`src/hw/rtl/tccw_pkg.sv`:
```
// ----------------------------------------------------------------------------
// tccw_pkg
// Shared constants for the text console character writer: field widths,
// operation codes, character codes and default screen geometry.
// ----------------------------------------------------------------------------
package tccw_pkg;

  // Default screen geometry
  localparam int DEF_SCREEN_COLS = 80;
  localparam int DEF_SCREEN_ROWS = 25;

  // Port field widths
  localparam int OP_W       = 2;
  localparam int CHAR_W     = 8;
  localparam int ATTR_W     = 8;
  localparam int CELL_W     = CHAR_W + ATTR_W;
  localparam int ROW_PORT_W = 5;
  localparam int COL_PORT_W = 7;

  // Operation codes
  localparam logic [OP_W-1:0] OP_PUT   = 2'd0;
  localparam logic [OP_W-1:0] OP_CLEAR = 2'd1;
  localparam logic [OP_W-1:0] OP_READ  = 2'd2;

  // Character and attribute codes
  localparam logic [CHAR_W-1:0] NEWLINE_CODE = 8'h0A;
  localparam logic [CHAR_W-1:0] SPACE_CODE   = 8'h20;
  localparam logic [ATTR_W-1:0] RESET_ATTR   = 8'h07;
  localparam logic [CELL_W-1:0] RESET_BLANK  = {RESET_ATTR, SPACE_CODE};

endpackage

```
`src/hw/rtl/tccw_addr_unit.sv`:
```
// ----------------------------------------------------------------------------
// tccw_addr_unit
// Cell address unit: rotates a screen row by the top-row offset and forms
// physical_row * SCREEN_COLS + col.
// ----------------------------------------------------------------------------
module tccw_addr_unit #(
  parameter int SCREEN_COLS = tccw_pkg::DEF_SCREEN_COLS,
  parameter int SCREEN_ROWS = tccw_pkg::DEF_SCREEN_ROWS
) (
  input  logic [$clog2(SCREEN_ROWS)-1:0]             row,
  input  logic [$clog2(SCREEN_COLS)-1:0]             col,
  input  logic [$clog2(SCREEN_ROWS)-1:0]             top,
  output logic [$clog2(SCREEN_ROWS*SCREEN_COLS)-1:0] addr
);
  localparam int RW = $clog2(SCREEN_ROWS);
  localparam int AW = $clog2(SCREEN_ROWS * SCREEN_COLS);

  localparam logic [RW:0]   ROWS_X = (RW+1)'(SCREEN_ROWS);
  localparam logic [AW-1:0] COLS_A = AW'(SCREEN_COLS);

  logic [RW:0]   row_sum;
  logic [RW-1:0] prow;

  // Row rotation: both operands are below SCREEN_ROWS, so one subtract wraps
  assign row_sum = {1'b0, row} + {1'b0, top};

  always_comb begin
    if (row_sum >= ROWS_X) begin
      prow = RW'(row_sum - ROWS_X);
    end else begin
      prow = RW'(row_sum);
    end
  end

  // Constant-width multiply and column add
  assign addr = AW'(AW'(prow) * COLS_A) + AW'(col);

endmodule

```
`config.mk`:
```
export PLATFORM = sky130hd
export DESIGN_NAME = tccw_addr_unit
export DESIGN_NICKNAME = d
export VERILOG_FILES = /design/src/hw/rtl/tccw_pkg.sv /design/src/hw/rtl/tccw_addr_unit.sv
export SDC_FILE = /design/constraint.sdc
export NUM_CORES = 1
export LEC_CHECK = 0
export BUFFER_PORTS_ARGS = -buffer_cell sky130_fd_sc_hd__buf_2
export CELL_PAD_IN_SITES_DETAIL_PLACEMENT = 1
export CELL_PAD_IN_SITES_GLOBAL_PLACEMENT = 2
export CORE_AREA = 4 4 53 55
export DETAILED_ROUTE_END_ITERATION = 8
export DIE_AREA = 0 0 57 59
export PLACE_DENSITY = 0.89
export SYNTH_ARGS = -nofsm -noshare
export SYNTH_HDL_FRONTEND = slang
export SYNTH_SLANG_ARGS = --single-unit
export TNS_END_PERCENT = 20
```
`constraint.sdc`:
```
create_clock -name vclk -period 5.6
set_input_delay 0.28 -clock vclk [all_inputs]
set_output_delay 0.28 -clock vclk [all_outputs]
set_load 0.02 [all_outputs]
```
After elaboration in Yosys (flattened, before gate mapping):

Cells that the tools add are included.

* add/sub/neg operators: 3
* multiply operators: 1
* divide/modulo/power cells: 0
* $lt $le $gt $ge: 1
* equality and inequality tests: 0
* shift operators: 0
* mux-type cells: 1
* bitwise operators: 0
* reductions and logical operators: 0

Operator list (number)
* adder 11 x 7 -> 11 bit: 1
* multiplier 5 x 3 -> 7 bit (second input constant): 1
* adder 5 x 5 -> 6 bit: 1
* >= comparator 6 x 5 -> 1 bit (second input constant): 1
* two-way mux 5 bit: 1
* subtractor 5 bit (second input constant): 1

* bits in registers: 0
* latch bits: 0
* RAM bits: 0
* memory bits (read-only): 0
* output and inout bits: 11
* memories kept: 0

Logic depth before layout (Yosys ltp):

* depth after elaboration: 5
* gate-level depth with buffers: 17
* depth with buffers taken out: 17

Worst setup path before layout:

No wires, ideal clock.

* path type: input to output
* start point: input port top[0]
* end point: output port addr[10]
* arrival time: 4.222 ns
* data required time: 5.320 ns
* slack: 1.098 ns
* cell stages on the path: 16
* path through: ha_1 -> fa_1 -> inv_1 -> ha_1 -> o31a_1 -> a41o_1 -> nor2_2 -> mux2_1 -> ha_1 -> ha_1 -> fa_1 -> nand2_1 -> nor2b_1 -> o21ai_0 -> a221oi_1 -> xnor2_1

* word-level cells in the longest chain between the ends: 5

Ends and longest elaborated chain
* from (decl): RTL line tccw_addr_unit.sv:12 `input logic [$clog2(SCREEN_ROWS)-1:0] top,`
* adder 5 x 5 -> 6 bit (*): RTL line tccw_addr_unit.sv:25 `assign row_sum = {1'b0, row} + {1'b0, top};`
* subtractor 5 bit or >= comparator 6 x 5 -> 1 bit (tied branches): RTL line tccw_addr_unit.sv:29, tccw_addr_unit.sv:28
* two-way mux 5 bit (*): RTL line tccw_addr_unit.sv:28 `if (row_sum >= ROWS_X) begin`
* multiplier 5 x 3 -> 7 bit (*): RTL line tccw_addr_unit.sv:36 `assign addr = AW'(AW'(prow) * COLS_A) + AW'(col);`
* adder 11 x 7 -> 11 bit (*): RTL line tccw_addr_unit.sv:36
* to (decl): RTL line tccw_addr_unit.sv:13 `output logic [$clog2(SCREEN_ROWS*SCREEN_COLS)-1:0] addr`

Every way passes the cells marked *; elsewhere a longest branch is shown, timed or not.

Worst setup path after layout:

Same ends and word-level chain as after synthesis.

==> run_results.csv <==
group,metric,value,unit
run_status,outcome,"completed",
detailed_routing,drtIter0Drc,5,
logic_synthesis,netlist.area_leader.share,30.0,%
timing,worst_hold_slack,0.560,ns
timing,rsz0062_at_grt,"no",
layout,final_cell_mix,"20 x buf_2, 16 x ha_1, 8 x xnor2_1, 6 x a21oi_1, 5 x inv_1",
logic_synthesis,syn-num-nets,114,
detailed_routing,via_count,615,
placed_design,gp_congestion,0.756,
power_and_ir_drop,p_sw_share,58.0,%
floorplan,dieArea,3360,µm²
detailed_routing,vias_per_cell,4.96,
layout,final_layout_size_suffix_gt1_share,23.4,%
timing,finalCriticalPeriod,4.95,ns
logic_synthesis,synthCells,78,
grt,grt-ovfl-total,0,
floorplan,die_width,57,µm
timing,hold_viol,0,
layout,syn_to_final_growth,16.1,%
clocking,postCtsSetupBuffers,0,
worst_hold_path,hold_path.class,"in2out",
layout,clkbuf_count,0,
critical_path,worstPathCellList,"buf_2, ha_1, fa_1, inv_1, ha_1, o31a_1, a41o_1, nor2_2, mux2_1, ha_1, ha_1, fa_1, nand2_1, nor2b_1, o21ai_0, a221oi_1, xnor2_1, buf_2",
grt,grt.total_usage,8.71,%
detailed_routing,drcViolationCount,0,
floorplan,coreArea,2390,µm²
power_and_ir_drop,powerDensity,498,nW/µm²
logic_synthesis,ys_seq_area_share,0,%
floorplan,initial_core_util,28.0,%
logic_synthesis,yosysTopAreaCell,"ha_1",
critical_path,cp.required,5.32,ns
timing,final-setup-viol-count,0,
floorplan,io-pin-count,28,
detailed_routing,wl_per_cell,11.7,µm
layout,seq_cell_count,0,
logic_synthesis,ys_types,29,
grt,grt_pass1_vias,626,
detailed_routing,first_pass_iters,3,
placed_design,port_buffers,20,
timing,max_freq,202,MHz
critical_path,cpMostUsedCell,"ha_1",
layout,final_common_cell,"buf_2",
detailed_routing,routed_wl,1460,µm
critical_path,crit_path_end_kind,"output pin",
critical_path,crit_path_start_kind,"input pin",
power_and_ir_drop,ir_drop,0.000390,V
power_and_ir_drop,p_int,162,µW
logic_synthesis,syn_avg_cell_area,8.57,µm²
logic_synthesis,yosysWarnings,0,
critical_path,crit_type,"in2out",
clocking,ctsResizeCount,0,
critical_path,max_stage_delay,0.55,ns
timing,setup_tns,0,ns
layout,final-seq-area,0,µm²
critical_path,cp_slowest_cell,"fa_1",
power_and_ir_drop,share_comb_of_total_power,100.0,%
flow_run,cap_violations,0,
placed_design,post-dp-hpwl,1340,µm
timing,slew_headroom,59.7,%
grt,grt_first_pass_wirelength,2560,µm
detailed_routing,drtAntennaViolNets,0,
grt,antenna_found_initial,0,
timing,drv_slew,0,
logic_synthesis,synth_area,668,µm²
critical_path,worstPathMaxFanout,3,
layout,diodes,0,
critical_path,cp.arrival,4.67,ns
floorplan,fp.dieH,59,µm
timing,finalCritPeriodShare,88.4,%
timing,worst_pin_slew,0.598,ns
floorplan,rows,18,
power_and_ir_drop,p_switching,224,µW
power_and_ir_drop,clkPwrFrac,0,%
power_and_ir_drop,pwr-share-seq,0,%
grt,grt_max_degree,8,
logic_synthesis,netlist_top_cells_area,"ha_1 30%, xnor2_1 10%, fa_1 9.0%, a21oi_1 4.5%, buf_4 4.5%",
layout,nNetsFinal,132,
power_and_ir_drop,cellLeakagePower,0.000394,µW
clocking,postCtsHoldBufs,0,
-- cell usage after synthesis (all sizes together), types with 2 or more instances --
cell type and number:
nor2b 3, xnor2 8, inv 5, o21ai 5, nand2 3, xor2 2, a21o 3, buf 4
ha 16, a21oi 6, nor2 3, a211o 3, fa 3
-- through the flow --
step | power [µW] | setup slack, ns | utilization, % | cells | cell area (µm²)
after floorplan | 301 | 1.10 | - | 78 | 668
after global placement | 382 | 0.686 | 32.5 | 124 | 776
after detailed placement | 390 | 0.624 | 32.5 | 124 | 776
after CTS | 394 | 0.598 | 32.5 | 124 | 776
after global routing | 430 | 0.350 | 32.5 | 124 | 776
final | 386 | 0.649 | 32.5 | 124 | 776
-- critical path: cells and delay by family --
family / cells / cell delay [ns]
XOR/XNOR: 1 / 0.16
buffers and inverters: 3 / 0.36
multiplexers: 1 / 0.40
adder cells (fa/ha/maj): 6 / 2.05
AND/OR/NAND/NOR: 3 / 0.38
AO/OA/AOI/OAI: 4 / 1.05
-- power groups by stage --
stage          logic [µW]  registers (µW)  clock network [µW]
3_3_place_gp          382               0                   0
2_1_floorplan         301               0                   0
6_report              386               0                   0
5_1_grt               430               0                   0
3_5_place_dp          390               0                   0
4_1_cts               394               0                   0
-- per-layer routing --
| layer | global-route usage [%] | up-vias | share of wire (%) |
|---|---|---|---|
| li1 | - | 318 | - |
| met1 | 11.4 | 281 | 46 |
| met2 | 16.3 | 16 | 47 |
| met3 | 1.09 | 0 | 6.5 |
| met4 | 0 | 0 | 0 |
| met5 | 0 | - | 0 |
-- layout make-up --
type / instances / area [µm²]
Fill cell: 310 / 1610
Inverter: 5 / 18.8
Tap cell: 30 / 37.5
Timing Repair Buffer: 20 / 100
Multi-Input combinational cell: 69 / 619
-- logic make-up (layout without fill, tap and decap cells) --
family	Yosys count	in the layout	share of synthesized area (%)
AND/OR/NAND/NOR	15	15	12.2
AO/OA/AOI/OAI	23	23	23.4
buffers and inverters	9	25	7.30
adder cells (fa/ha/maj)	19	19	39.0
XOR/XNOR	10	10	13.1
multiplexers	2	2	5.06
-- final timing paths --
kind | from | end | slack, ns | cells after the start
worst max-delay path | top[0] | addr[10] | 0.65 | 18
worst min-delay path | col[1] | addr[1] | 0.56 | 0
(Power assumes the default switching activity.)
